File: config.mk
export PLATFORM = sky130hd
export DESIGN_NAME = utf8_to_ucs2_decoder_flat
export DESIGN_NICKNAME = d
export VERILOG_FILES = /design/src/rtl/core/u8u_pkg.sv /design/src/rtl/core/u8u_if.sv /design/src/rtl/core/u8u_front.sv /design/src/rtl/core/u8u_queue.sv /design/src/rtl/core/u8u_back.sv /design/src/rtl/core/utf8_to_ucs2_decoder.sv /design/src/flat_wrapper.sv
export SDC_FILE = /design/constraint.sdc
export NUM_CORES = 1
export LEC_CHECK = 0
export BUFFER_PORTS_ARGS = -buffer_cell sky130_fd_sc_hd__buf_4
export CORE_MARGIN = 5
export CORE_UTILIZATION = 51
export DETAILED_ROUTE_END_ITERATION = 10
export GPL_TIMING_DRIVEN = 0
export MAX_ROUTING_LAYER = met4
export PLACE_DENSITY = 0.75
export SYNTH_ARGS = -nofsm -noshare
export SYNTH_HDL_FRONTEND = slang
export SYNTH_SLANG_ARGS = --single-unit
File: constraint.sdc
create_clock -name clk -period 5.9 [get_ports clk]
set_clock_uncertainty 0.1 [all_clocks]
set_input_delay 1.18 -clock clk [delete_from_list [all_inputs] [get_ports clk]]
set_output_delay 1.18 -clock clk [all_outputs]
set_load 0.005 [all_outputs]
File: src/rtl/core/u8u_pkg.sv
// Shared types and constants for the UTF-8 to UCS-2 decoder.
package u8u_pkg;

	localparam int unsigned CODE_W    = 16;
	localparam int unsigned BYTE_W    = 8;
	localparam int unsigned CFG_IDX_W = 1;
	localparam int unsigned CFG_DAT_W = 16;

	// Default depth of the queue between front and back.
	localparam int unsigned QUEUE_DEPTH = 2;

	// Register indexes of the configuration port.
	localparam logic [CFG_IDX_W-1:0] REG_MAX_OUT_LENGTH = 1'b0;
	localparam logic [CFG_IDX_W-1:0] REG_COUNT_ONLY     = 1'b1;

	localparam logic [CODE_W-1:0] MAX_OUT_LENGTH_RST = 16'd256;
	localparam logic [CODE_W-1:0] COUNT_MAX          = 16'hFFFF;

	// Lead byte classification and payload masks.
	localparam logic [BYTE_W-1:0] LEAD2_MASK  = 8'hE0;
	localparam logic [BYTE_W-1:0] LEAD2_MATCH = 8'hC0;
	localparam logic [BYTE_W-1:0] LEAD3_MASK  = 8'hF0;
	localparam logic [BYTE_W-1:0] LEAD3_MATCH = 8'hE0;
	localparam logic [BYTE_W-1:0] LEAD2_BITS  = 8'h1F;
	localparam logic [BYTE_W-1:0] LEAD3_BITS  = 8'h0F;
	localparam logic [BYTE_W-1:0] CONT_BITS   = 8'h3F;

	localparam logic [1:0] PEND_NONE = 2'd0;
	localparam logic [1:0] PEND_ONE  = 2'd1;
	localparam logic [1:0] PEND_TWO  = 2'd2;

	// One decoded event handed from the front to the back.
	typedef struct packed {
		logic              is_end;   // terminating zero byte
		logic              has_char; // a character completes with this event
		logic [CODE_W-1:0] code;
	} evt_t;

endpackage

File: src/rtl/core/u8u_if.sv
// Channel interfaces for the byte input and the code unit output.
interface u8u_in_if;
	logic                        valid;
	logic                        ready;
	logic [u8u_pkg::BYTE_W-1:0]  in_byte;

	modport source (output valid, output in_byte, input ready);
	modport sink   (input valid, input in_byte, output ready);
endinterface

interface u8u_out_if;
	logic                        valid;
	logic                        ready;
	logic                        code_valid;
	logic [u8u_pkg::CODE_W-1:0]  code_unit;
	logic                        end_of_string;
	logic [u8u_pkg::CODE_W-1:0]  char_count;

	modport source (output valid, output code_valid, output code_unit,
		output end_of_string, output char_count, input ready);
	modport sink   (input valid, input code_valid, input code_unit,
		input end_of_string, input char_count, output ready);
endinterface

File: src/rtl/core/u8u_front.sv
// Front end: accepts bytes, assembles multi-byte sequences, and emits events.
module u8u_front (
	input  logic            clk,
	input  logic            arst_n,
	u8u_in_if.sink          bytes,
	input  logic            q_full,
	output logic            push,
	output u8u_pkg::evt_t   evt
);

	logic [1:0]                   pend_q, pend_d;
	logic [u8u_pkg::CODE_W-1:0]   accum_q, accum_d;
	logic [u8u_pkg::BYTE_W-1:0]   b;
	logic [u8u_pkg::CODE_W-1:0]   cont_bits;
	logic [u8u_pkg::CODE_W-1:0]   merged;
	logic                         take;

	assign bytes.ready = !q_full;
	assign take        = bytes.valid && bytes.ready;
	assign b           = bytes.in_byte;

	// The first following byte of a three-byte form lands at bit 6, the last at bit 0.
	always_comb begin
		cont_bits = {{(u8u_pkg::CODE_W-u8u_pkg::BYTE_W){1'b0}}, b & u8u_pkg::CONT_BITS};
		if (pend_q == u8u_pkg::PEND_TWO) begin
			merged = accum_q | (cont_bits << 6);
		end else begin
			merged = accum_q | cont_bits;
		end
	end

	always_comb begin
		push         = 1'b0;
		evt.is_end   = 1'b0;
		evt.has_char = 1'b0;
		evt.code     = '0;
		pend_d       = pend_q;
		accum_d      = accum_q;
		if (take) begin
			if (b == '0) begin
				push         = 1'b1;
				evt.is_end   = 1'b1;
				evt.has_char = (pend_q != u8u_pkg::PEND_NONE);
				evt.code     = accum_q;
				pend_d       = u8u_pkg::PEND_NONE;
				accum_d      = '0;
			end else if (pend_q != u8u_pkg::PEND_NONE) begin
				pend_d = pend_q - 2'd1;
				if (pend_q == u8u_pkg::PEND_ONE) begin
					push         = 1'b1;
					evt.has_char = 1'b1;
					evt.code     = merged;
					accum_d      = '0;
				end else begin
					accum_d = merged;
				end
			end else if ((b & u8u_pkg::LEAD2_MASK) == u8u_pkg::LEAD2_MATCH) begin
				accum_d = {5'b0, b[4:0] & u8u_pkg::LEAD2_BITS[4:0], 6'b0};
				pend_d  = u8u_pkg::PEND_ONE;
			end else if ((b & u8u_pkg::LEAD3_MASK) == u8u_pkg::LEAD3_MATCH) begin
				accum_d = {b[3:0] & u8u_pkg::LEAD3_BITS[3:0], 12'b0};
				pend_d  = u8u_pkg::PEND_TWO;
			end else begin
				push         = 1'b1;
				evt.has_char = 1'b1;
				evt.code     = {{(u8u_pkg::CODE_W-u8u_pkg::BYTE_W){1'b0}}, b};
			end
		end
	end

	always_ff @(posedge clk or negedge arst_n) begin
		if (!arst_n) begin
			pend_q  <= u8u_pkg::PEND_NONE;
			accum_q <= '0;
		end else begin
			pend_q  <= pend_d;
			accum_q <= accum_d;
		end
	end

endmodule

File: src/rtl/core/u8u_queue.sv
// Small event queue between the front end and the back end.
module u8u_queue #(
	parameter int unsigned DEPTH = u8u_pkg::QUEUE_DEPTH
) (
	input  logic            clk,
	input  logic            arst_n,
	input  logic            push,
	input  u8u_pkg::evt_t   push_evt,
	output logic            full,
	input  logic            pop,
	output logic            head_valid,
	output u8u_pkg::evt_t   head_evt
);

	localparam int unsigned PTR_W = (DEPTH > 1) ? $clog2(DEPTH) : 1;
	localparam int unsigned CNT_W = $clog2(DEPTH + 1);

	u8u_pkg::evt_t     mem_q [DEPTH];
	logic [PTR_W-1:0]  wr_ptr_q;
	logic [PTR_W-1:0]  rd_ptr_q;
	logic [CNT_W-1:0]  cnt_q;
	logic              do_push;
	logic              do_pop;

	assign full       = (cnt_q == CNT_W'(DEPTH));
	assign head_valid = (cnt_q != '0);
	assign head_evt   = mem_q[rd_ptr_q];
	assign do_push    = push && !full;
	assign do_pop     = pop && head_valid;

	always_ff @(posedge clk) begin
		if (do_push) begin
			mem_q[wr_ptr_q] <= push_evt;
		end
	end

	always_ff @(posedge clk or negedge arst_n) begin
		if (!arst_n) begin
			wr_ptr_q <= '0;
			rd_ptr_q <= '0;
			cnt_q    <= '0;
		end else begin
			if (do_push) begin
				wr_ptr_q <= (wr_ptr_q == PTR_W'(DEPTH - 1)) ? '0 : wr_ptr_q + 1'b1;
			end
			if (do_pop) begin
				rd_ptr_q <= (rd_ptr_q == PTR_W'(DEPTH - 1)) ? '0 : rd_ptr_q + 1'b1;
			end
			if (do_push && !do_pop) begin
				cnt_q <= cnt_q + 1'b1;
			end else if (do_pop && !do_push) begin
				cnt_q <= cnt_q - 1'b1;
			end
		end
	end

endmodule

File: src/rtl/core/u8u_back.sv
// Back end: counts characters against the limit and drives the result register.
module u8u_back (
	input  logic                            clk,
	input  logic                            arst_n,
	input  logic                            cfg_we,
	input  logic [u8u_pkg::CFG_IDX_W-1:0]   cfg_index,
	input  logic [u8u_pkg::CFG_DAT_W-1:0]   cfg_wdata,
	input  logic                            head_valid,
	input  u8u_pkg::evt_t                   head_evt,
	output logic                            pop,
	u8u_out_if.source                       codes
);

	logic [u8u_pkg::CODE_W-1:0] limit_q;
	logic                       count_only_q;
	logic [u8u_pkg::CODE_W-1:0] seen_q;

	logic                       out_valid_q;
	logic                       code_valid_q;
	logic [u8u_pkg::CODE_W-1:0] code_unit_q;
	logic                       eos_q;
	logic [u8u_pkg::CODE_W-1:0] count_q;

	logic [u8u_pkg::CODE_W-1:0] lim;
	logic [u8u_pkg::CODE_W-1:0] seen_new;
	logic [u8u_pkg::CODE_W-1:0] reported;
	logic                       emit;
	logic                       result;

	assign pop = head_valid && (!out_valid_q || codes.ready);

	assign lim = (limit_q == '0) ? '0 : limit_q - 1'b1;

	always_comb begin
		seen_new = seen_q;
		emit     = 1'b0;
		if (head_evt.has_char) begin
			if (count_only_q) begin
				if (seen_q != u8u_pkg::COUNT_MAX) begin
					seen_new = seen_q + 1'b1;
				end
			end else if (seen_q < lim) begin
				seen_new = seen_q + 1'b1;
				emit     = 1'b1;
			end
		end
		// A count run up in count-only mode still reports capped after a switch to write mode.
		reported = (!count_only_q && seen_new > lim) ? lim : seen_new;
		result   = head_evt.is_end || emit;
	end

	always_ff @(posedge clk or negedge arst_n) begin
		if (!arst_n) begin
			limit_q      <= u8u_pkg::MAX_OUT_LENGTH_RST;
			count_only_q <= 1'b0;
			seen_q       <= '0;
			out_valid_q  <= 1'b0;
		end else begin
			if (cfg_we) begin
				case (cfg_index)
					u8u_pkg::REG_MAX_OUT_LENGTH: limit_q      <= cfg_wdata;
					u8u_pkg::REG_COUNT_ONLY:     count_only_q <= cfg_wdata[0];
					default: ;
				endcase
			end
			if (pop) begin
				seen_q <= head_evt.is_end ? '0 : seen_new;
			end
			if (pop && result) begin
				out_valid_q <= 1'b1;
			end else if (codes.ready) begin
				out_valid_q <= 1'b0;
			end
		end
	end

	always_ff @(posedge clk) begin
		if (pop && result) begin
			code_valid_q <= emit;
			code_unit_q  <= emit ? head_evt.code : '0;
			eos_q        <= head_evt.is_end;
			count_q      <= reported;
		end
	end

	assign codes.valid         = out_valid_q;
	assign codes.code_valid    = code_valid_q;
	assign codes.code_unit     = code_unit_q;
	assign codes.end_of_string = eos_q;
	assign codes.char_count    = count_q;

endmodule

File: src/rtl/core/utf8_to_ucs2_decoder.sv
// UTF-8 to UCS-2 decoder top level.
// Takes one byte per cycle and, with the output taken every cycle, sustains one byte per
// cycle indefinitely. The front end updates the pending-byte count and the assembled code
// each cycle and posts one event per completed character or terminating zero; the back end
// applies the output limit and the count and loads the result register. A request travels
// through two registers (queue, result register): the event is written into the queue at
// the edge that accepts its byte, and the result register is loaded with a request when the
// back end pops that event. The queue of QUEUE_DEPTH events lets either side stall alone;
// the input stalls only when it is full. Lead bytes and non-final following bytes produce
// no request on the output.
module utf8_to_ucs2_decoder #(
	parameter int unsigned QUEUE_DEPTH = u8u_pkg::QUEUE_DEPTH
) (
	input  logic                            clk,
	input  logic                            arst_n,
	input  logic                            cfg_we,
	input  logic [u8u_pkg::CFG_IDX_W-1:0]   cfg_index,
	input  logic [u8u_pkg::CFG_DAT_W-1:0]   cfg_wdata,
	u8u_in_if.sink                          bytes,
	u8u_out_if.source                       codes
);

	logic           q_full;
	logic           push;
	u8u_pkg::evt_t  push_evt;
	logic           pop;
	logic           head_valid;
	u8u_pkg::evt_t  head_evt;

	u8u_front u_front (
		.clk    (clk),
		.arst_n (arst_n),
		.bytes  (bytes),
		.q_full (q_full),
		.push   (push),
		.evt    (push_evt)
	);

	u8u_queue #(
		.DEPTH (QUEUE_DEPTH)
	) u_queue (
		.clk        (clk),
		.arst_n     (arst_n),
		.push       (push),
		.push_evt   (push_evt),
		.full       (q_full),
		.pop        (pop),
		.head_valid (head_valid),
		.head_evt   (head_evt)
	);

	u8u_back u_back (
		.clk        (clk),
		.arst_n     (arst_n),
		.cfg_we     (cfg_we),
		.cfg_index  (cfg_index),
		.cfg_wdata  (cfg_wdata),
		.head_valid (head_valid),
		.head_evt   (head_evt),
		.pop        (pop),
		.codes      (codes)
	);

endmodule

File: src/flat_wrapper.sv
// flat-port wrapper written by rule: the top's interface ports become plain ports
module utf8_to_ucs2_decoder_flat 
#(
	parameter int unsigned QUEUE_DEPTH = u8u_pkg::QUEUE_DEPTH
)
  (clk, arst_n, cfg_we, cfg_index, cfg_wdata, bytes_valid, bytes_in_byte, bytes_ready, codes_valid, codes_code_valid, codes_code_unit, codes_end_of_string, codes_char_count, codes_ready);
  u8u_in_if bytes_i ();
  u8u_out_if codes_i ();
  input  logic clk;
  input  logic arst_n;
  input  logic cfg_we;
  input  logic [u8u_pkg::CFG_IDX_W-1:0] cfg_index;
  input  logic [u8u_pkg::CFG_DAT_W-1:0] cfg_wdata;
  input wire logic [$bits(bytes_i.valid)-1:0] bytes_valid;
  input wire logic [$bits(bytes_i.in_byte)-1:0] bytes_in_byte;
  output wire logic [$bits(bytes_i.ready)-1:0] bytes_ready;
  output wire logic [$bits(codes_i.valid)-1:0] codes_valid;
  output wire logic [$bits(codes_i.code_valid)-1:0] codes_code_valid;
  output wire logic [$bits(codes_i.code_unit)-1:0] codes_code_unit;
  output wire logic [$bits(codes_i.end_of_string)-1:0] codes_end_of_string;
  output wire logic [$bits(codes_i.char_count)-1:0] codes_char_count;
  input wire logic [$bits(codes_i.ready)-1:0] codes_ready;
  assign bytes_i.valid = bytes_valid;
  assign bytes_i.in_byte = bytes_in_byte;
  assign bytes_ready = bytes_i.ready;
  assign codes_valid = codes_i.valid;
  assign codes_code_valid = codes_i.code_valid;
  assign codes_code_unit = codes_i.code_unit;
  assign codes_end_of_string = codes_i.end_of_string;
  assign codes_char_count = codes_i.char_count;
  assign codes_i.ready = codes_ready;
  utf8_to_ucs2_decoder #(.QUEUE_DEPTH(QUEUE_DEPTH)) u_core (.clk(clk), .arst_n(arst_n), .cfg_we(cfg_we), .cfg_index(cfg_index), .cfg_wdata(cfg_wdata), .bytes(bytes_i), .codes(codes_i));
endmodule
**Word-level counts from Yosys, hierarchy flattened**

Memories as Yosys holds them, arrays and structs flattened.
Cells that the tools add are included.

- Input port bits: 30
- Memory bits (writable): 36
- Memories kept: 1
- Logic and storage cells: 98
- Register bits: 90
- Output and inout port bits: 36

Memories:

| name | depth | width | read ports | clocked after memory_dff | wr ports | line | RTL |
|---|---|---|---|---|---|---|---|
| u_core.u_queue.mem_q | 2 | 18 | 1 | 0 | 1 | u8u_queue.sv:18 | `u8u_pkg::evt_t mem_q [DEPTH];` |

- Muxes and demuxes: 41
- Reductions and logical operators: 25
- $lt $le $gt $ge: 2
- Eq/ne operators: 6
- Add/sub/neg operators: 7
- Bitwise logic cells: 3

Operators by type and width:

| cell | count |
|---|---|
| $mux W16 | 13 |
| $mux W17 | 5 |
| $mux W18 | 1 |
| $add A16 B1 Y16 const B | 1 |
| $gt A16 B16 Y1 | 1 |
| $logic_not A16 Y1 | 1 |
| $lt A16 B16 Y1 | 1 |
| $mux W1 | 16 |
| $ne A16 B16 Y1 const B | 1 |
| $or A16 B12 Y16 | 1 |
| $or A16 B6 Y16 | 1 |
| $sub A16 B1 Y16 const B | 1 |
| $mux W2 | 6 |
| $logic_and A1 B1 Y1 | 8 |
| $logic_not A8 Y1 | 1 |
| $reduce_bool A2 Y1 | 4 |
| $reduce_and A2 Y1 | 3 |
| $logic_not A1 Y1 | 5 |
| $eq A2 B2 Y1 const B | 2 |
| $eq A4 B4 Y1 const B | 1 |
| $reduce_bool A4 Y1 | 1 |
| $sub A2 B1 Y2 const B | 2 |
| $eq A3 B3 Y1 const B | 1 |
| $add A1 B1 Y1 const B | 2 |
| other kinds (4) | 5 |

**Logic depth before layout (Yosys ltp)**

- Word-level depth: 11
- Mapped depth: 25
- Depth with buffers taken out: 23

**Hierarchy**

From an unflattened synthesis, not the netlist that was laid out.

- Cells, all modules: 651
- Area, all modules: 7224.4 um^2

Modules (own cells, without submodules):

| module | area each (um^2) | sequential area each (um^2) | instances | cells each |
|---|---|---|---|---|
| u8u_back | 4428.0 | 1873.0 | 1 | 444 |
| u8u_queue | 1549.0 | 1181.1 | 1 | 75 |
| u8u_front | 1247.4 | 450.4 | 1 | 132 |

**Worst setup path after synthesis**

OpenSTA, ideal clock, no wires.

- Path type: register -> register
- From: register u_core.u_back.limit_q[5] (netlist name)
- To: register u_core.u_back.count_q (netlist bit u_core.u_back.codes.char_count[8]) (data pin)
- Path slack: -94 ps
- Period minus slack after synthesis: 5994 ps
- Stages on the path, launching flop included: 25
- Data arrival time: 5640 ps
- Setup time: 254 ps
- Path buffers: 2
- Path through: dfrtp_1 or4_4 nor3_1 nor3b_1 nand2_1 xnor2_1 and2_1 inv_1 ha_1 nand4_1 nor2_1 a221oi_2 a41oi_4 buf_4 nor4_1 xor2_1 ha_1 a211oi_1 o21bai_1 a2111oi_0 or3_1 a221oi_2 clkbuf_1 nand2_1 o21a_1

- Word-level cells in the longest chain between the ends: 9
- Elaborated cells on any way between the ends: 10
- Those cells by class: 1 x add/sub; 2 x order compare; 5 x mux; 2 x reduce/logical

Ends and longest elaborated chain:

| item | line | RTL |
|---|---|---|
| start, declared | u8u_back.sv:14 | `logic [u8u_pkg::CODE_W-1:0] limit_q;` |
| start signal, assigned | u8u_back.sv:54 | `limit_q <= u8u_pkg::MAX_OUT_LENGTH_RST;` |
| start signal, assigned | u8u_back.sv:61 | `u8u_pkg::REG_MAX_OUT_LENGTH: limit_q <= cfg_wdata;` |
| $sub A16 B1 Y16 / $logic_not A16 Y1 (equally long branches) | u8u_back.sv:32 | `assign lim = (limit_q == '0) ? '0 : limit_q - 1'b1;` |
| $mux W16 * | u8u_back.sv:32 |  |
| $lt A16 B16 Y1 | u8u_back.sv:42 | `end else if (seen_q < lim) begin` |
| $mux W16 | u8u_back.sv:42 |  |
| $mux W16 | u8u_back.sv:38 | `if (count_only_q) begin` |
| $mux W16 | u8u_back.sv:37 | `if (head_evt.has_char) begin` |
| $gt A16 B16 Y1 | u8u_back.sv:48 | `reported = (!count_only_q && seen_new > lim) ? lim : seen_new;` |
| $logic_and A1 B1 Y1 | u8u_back.sv:48 |  |
| $mux W16 * | u8u_back.sv:48 |  |
| via u_core.u_back.reported (one bit) | u8u_back.sv:26 | `logic [u8u_pkg::CODE_W-1:0] reported;` |
| end signal, assigned | u8u_back.sv:82 | `count_q <= reported;` |
| end, declared | u8u_back.sv:22 | `logic [u8u_pkg::CODE_W-1:0] count_q;` |

The timed path passes the listed nets; every way through them passes the cells marked *.
A chain may end at the register's enable or synchronous reset.

**Final worst setup path**

- From: register u_core.u_back.limit_q[5] (netlist name)
- To: register u_core.u_back.count_q (netlist bit u_core.u_back.codes.char_count[13]) (data pin)

Same word-level chain as after synthesis.

==> flow_summary_export.csv <==
group,metric,value,unit
power_and_ir_drop,leakagePower,3.789,nW
floorplan,pin_count,66,
sta,fin_ws,-0.1450,ns
power_and_ir_drop,pwr-share-comb,35.6,%
yosys,syn_nets,668,
clock_network,cts_num_sinks,126,
sta,hold_viol,0,
grt,gr-total-overflow,0,
detailed_routing,drtIter0Drc,487,
power_and_ir_drop,ir_drop,311.6,uV
yosys,ys_types,56,
flow_run,maxCapViolCount,0,
worst_hold_path,hp-start,"u_core.u_front.accum_q[12]",
floorplan,initial_utilization,52.42,%
worst_setup_path,cp.required,6.06,ns
grt,grt_pass1_vias,5268,
final_layout,synthToLayoutAreaGrowth,34.37,%
status,status,"finished with violations",
final_layout,final_cell_mix,"100 x buf_4, 70 x edfxtp_1, 63 x nor2_1",
sta,setup_viol,16,
final_layout,final_core_util,70.44,%
detailed_routing,drc,0,
power_and_ir_drop,p_int,2.519,mW
sta,final_max_slew_viol_count,0,
floorplan,fp.dieW,124.4,um
floorplan,dieArea,15460,um^2
worst_setup_path,cp-end-kind,"register",
yosys,yosys_warnings,0,
detailed_routing,drt-total-wl,17100,um
clock_network,numCtsBuffers,17,
grt,grt_pass1_wl,26910,um
sta,finalCritPeriodShare,102.5,%
clock_network,h-tree-depth,4,
worst_hold_path,hold_class,"register to register",
final_layout,diodes,0,
yosys,yosysSeqAreaShare,52.55,%
power_and_ir_drop,sw_frac_of_total,33.40,%
yosys,ys.flop_type,"edfxtp_1",
final_layout,drive_gt1_share,33.51,%
final_layout,fin_cells,921,
status,failed_checks,"setup timing",
sta,max_freq,165.4,MHz
final_layout,nets,800,
worst_setup_path,crit_arrival,6.21,ns
yosys,ys_async_sr_fraction,44.44,%
clock_network,clk_latency,0.43,ns
sta,finalSetupTns,-1.640,ns
yosys,syn_inst,604,
final_layout,layout_commonest_cell,"buf_4",
grt,grt_antenna_before_repair,0,
yosys,synth_edf_count,70,
detailed_routing,wire_per_inst,18.57,um
grt,grt_max_degree,57,
placed_design,dp.cells,841,
detailed_routing,vias,5389,
clock_network,cts_buffer_depth,2,
yosys,syn_avg_cell_area,11.04,um^2
detailed_routing,firstDrtPassIters,5,
power_and_ir_drop,power_frac_clock,27.4,%
placed_design,dp_slack,-1.124,ns
sta,period_needed,6.045,ns
grt,grt_use_total,22.22,%
power_and_ir_drop,seq_power_share,37.0,%
placed_design,dp_hpwl,11080,um
floorplan,fp-row-count,41,
yosys,ys_ff_latch,126,
detailed_routing,ant_nets,0,
clock_network,hold_buffers,0,
worst_setup_path,worstPathMaxFanout,8,
sta,worst_pin_slew,1.056,ns
sta,rsz0062_at_grt,"yes",
power_and_ir_drop,power,3.782,mW
clock_network,cts_tree,"done",
sta,relSlewSlack,29.60,%
worst_setup_path,crit_start,"u_core.u_back.limit_q[5]",
placed_design,place.gp.congestion,0.9638,
power_and_ir_drop,p_switching,1.263,mW
worst_setup_path,r2r_start,"u_core.u_back.limit_q[5]",
placed_design,io_buffers,65,
clock_network,clkTransAtPathRegs,0.06,ns
floorplan,core_area,12720,um^2
clock_network,cts_root_buf,"clkbuf_16",
worst_setup_path,worstSetupStartpointType,"register",
yosys,syn-cell-area,6669,um^2
worst_setup_path,critPathKind,"register to register",
power_and_ir_drop,power.density,422.1,nW/um^2
floorplan,dieHeight,124.4,um
detailed_routing,vias_per_cell,5.851,
[cells in the mapped netlist (3+ instances only)]
master	count	share of area, %
a21o_1	4	0.45
clkbuf_1	18	1.0
ha_1	34	6.4
and2_1	7	0.66
nor4b_1	4	0.53
or3_1	4	0.38
nand3_1	15	1.1
or2_2	4	0.38
nand2_1	56	3.2
a22o_1	16	2.1
nor2_1	65	3.7
mux2i_1	20	3.0
inv_1	17	0.96
nor3_1	14	1.1
and3_1	15	1.4
edfxtp_1	70	32
o21a_1	12	1.4
a21oi_1	24	1.8
a211oi_1	3	0.34
nand4_1	8	0.75
o21ai_0	28	2.1
nand2b_1	6	0.56
nor3b_1	5	0.56
xnor2_1	9	1.2
nor4_1	9	0.84
dfrtp_1	55	21
a22oi_1	6	0.68
xor2_1	17	2.2
mux2_2	21	3.5
[critical path, cell delays in order (launching register included)]
cell,delay (ns)
dfrtp_1,0.38
or4_4,0.56
nor3_4,0.19
nor3b_4,0.31
nand3b_1,0.15
mux2i_2,0.26
ha_1,0.30
nand4_1,0.19
nor2_1,0.09
a221oi_2,0.34
a41oi_4,0.28
buf_6,0.19
nor4bb_4,0.35
xor2_2,0.23
ha_1,0.22
o21ai_1,0.08
o21bai_1,0.13
a2111oi_0,0.10
or3_1,0.37
a221oi_4,0.46
buf_4,0.19
buf_8,0.13
buf_12,0.11
nand3_4,0.08
o31ai_4,0.06
[sequential cells by signal, indices dropped and copies added, names as in the netlist, 2 cells and up]
register and count:
u_core.u_back.codes.code_unit 16, u_core.u_back.seen_q 16, u_core.u_front.accum_q 16, u_core.u_front.pend_q 2, u_core.u_back.limit_q 16, u_core.u_back.codes.char_count 16, u_core.u_queue.cnt_q 2, u_core.u_queue.mem_q 36
[worst paths after layout]
kind                                                      end  slack [ns]  cells after the start
max reg2reg                u_core.u_back.codes.char_count[13]       -0.15                     24
min in group asynchronous            u_core.u_back.limit_q[4]        0.72                      1
min reg2reg                        u_core.u_front.accum_q[12]        0.37                      2
max in group asynchronous          u_core.u_front.accum_q[14]        4.48                      1
max                        u_core.u_back.codes.char_count[13]       -0.15                     24
min                                u_core.u_front.accum_q[12]        0.37                      2
[per-layer routing]
layer / share of wire, % / vias up / global-route usage, %
met2: 47 / 235 / 32.98
met4: 1.5 / 0 / 7.415
met5: 0 / - / -
met1: 44 / 2635 / 30.15
li1: - / 2492 / -
met3: 7.2 / 27 / 5.403
[through the flow]
step                      instance area [um^2]  hold WS [ns]
final                                     8961        0.3701
after global routing                      8961        0.4007
after CTS                                 8382        0.3678
after detailed placement                  7391        0.3559
after global placement                    7388        0.3454
after floorplan                           6685        0.3305
[repair_timing]
action,CTS,global route
hold endpoints to repair,0,0
pin swaps,9,24
setup buffers,19,28
gates resized for setup,46,72
cloned,1,0
setup endpoints to repair,50,16
[final cells by class]
cell class	instances	area, um^2
Fill cell	836	3761
Multi-Input combinational cell	439	3541
Sequential cell	126	3505
Timing Repair Buffer	113	922.1
Clock buffer	22	474.2
Tap cell	172	215.2
Buffer	22	125.1
Clock inverter	10	112.6
Inverter	17	66.31
[logic make-up (layout without fill, tap and decap cells)]
kind of cell | Yosys count | count (layout) | synth area share [%]
XOR/XNOR | 26 | 26 | 3.415
multiplexers | 42 | 42 | 6.773
AND/OR/NAND/NOR | 225 | 225 | 16.90
AO/OA/AOI/OAI | 112 | 112 | 11.71
adder cells (fa/ha/maj) | 34 | 34 | 6.379
flip-flops | 126 | 126 | 52.55
buffers and inverters | 39 | 184 | 2.270
[power by group through the flow]
stage	Sequential [mW]	Combinational (mW)	Clock, mW
3_5_place_dp	1.41	1.09	0
2_1_floorplan	1.39	0.676	0
6_report	1.40	1.35	1.04
4_1_cts	1.40	1.17	1.04
5_1_grt	1.42	1.47	1.08
3_3_place_gp	1.40	1.06	0
(Power assumes the default switching activity.)
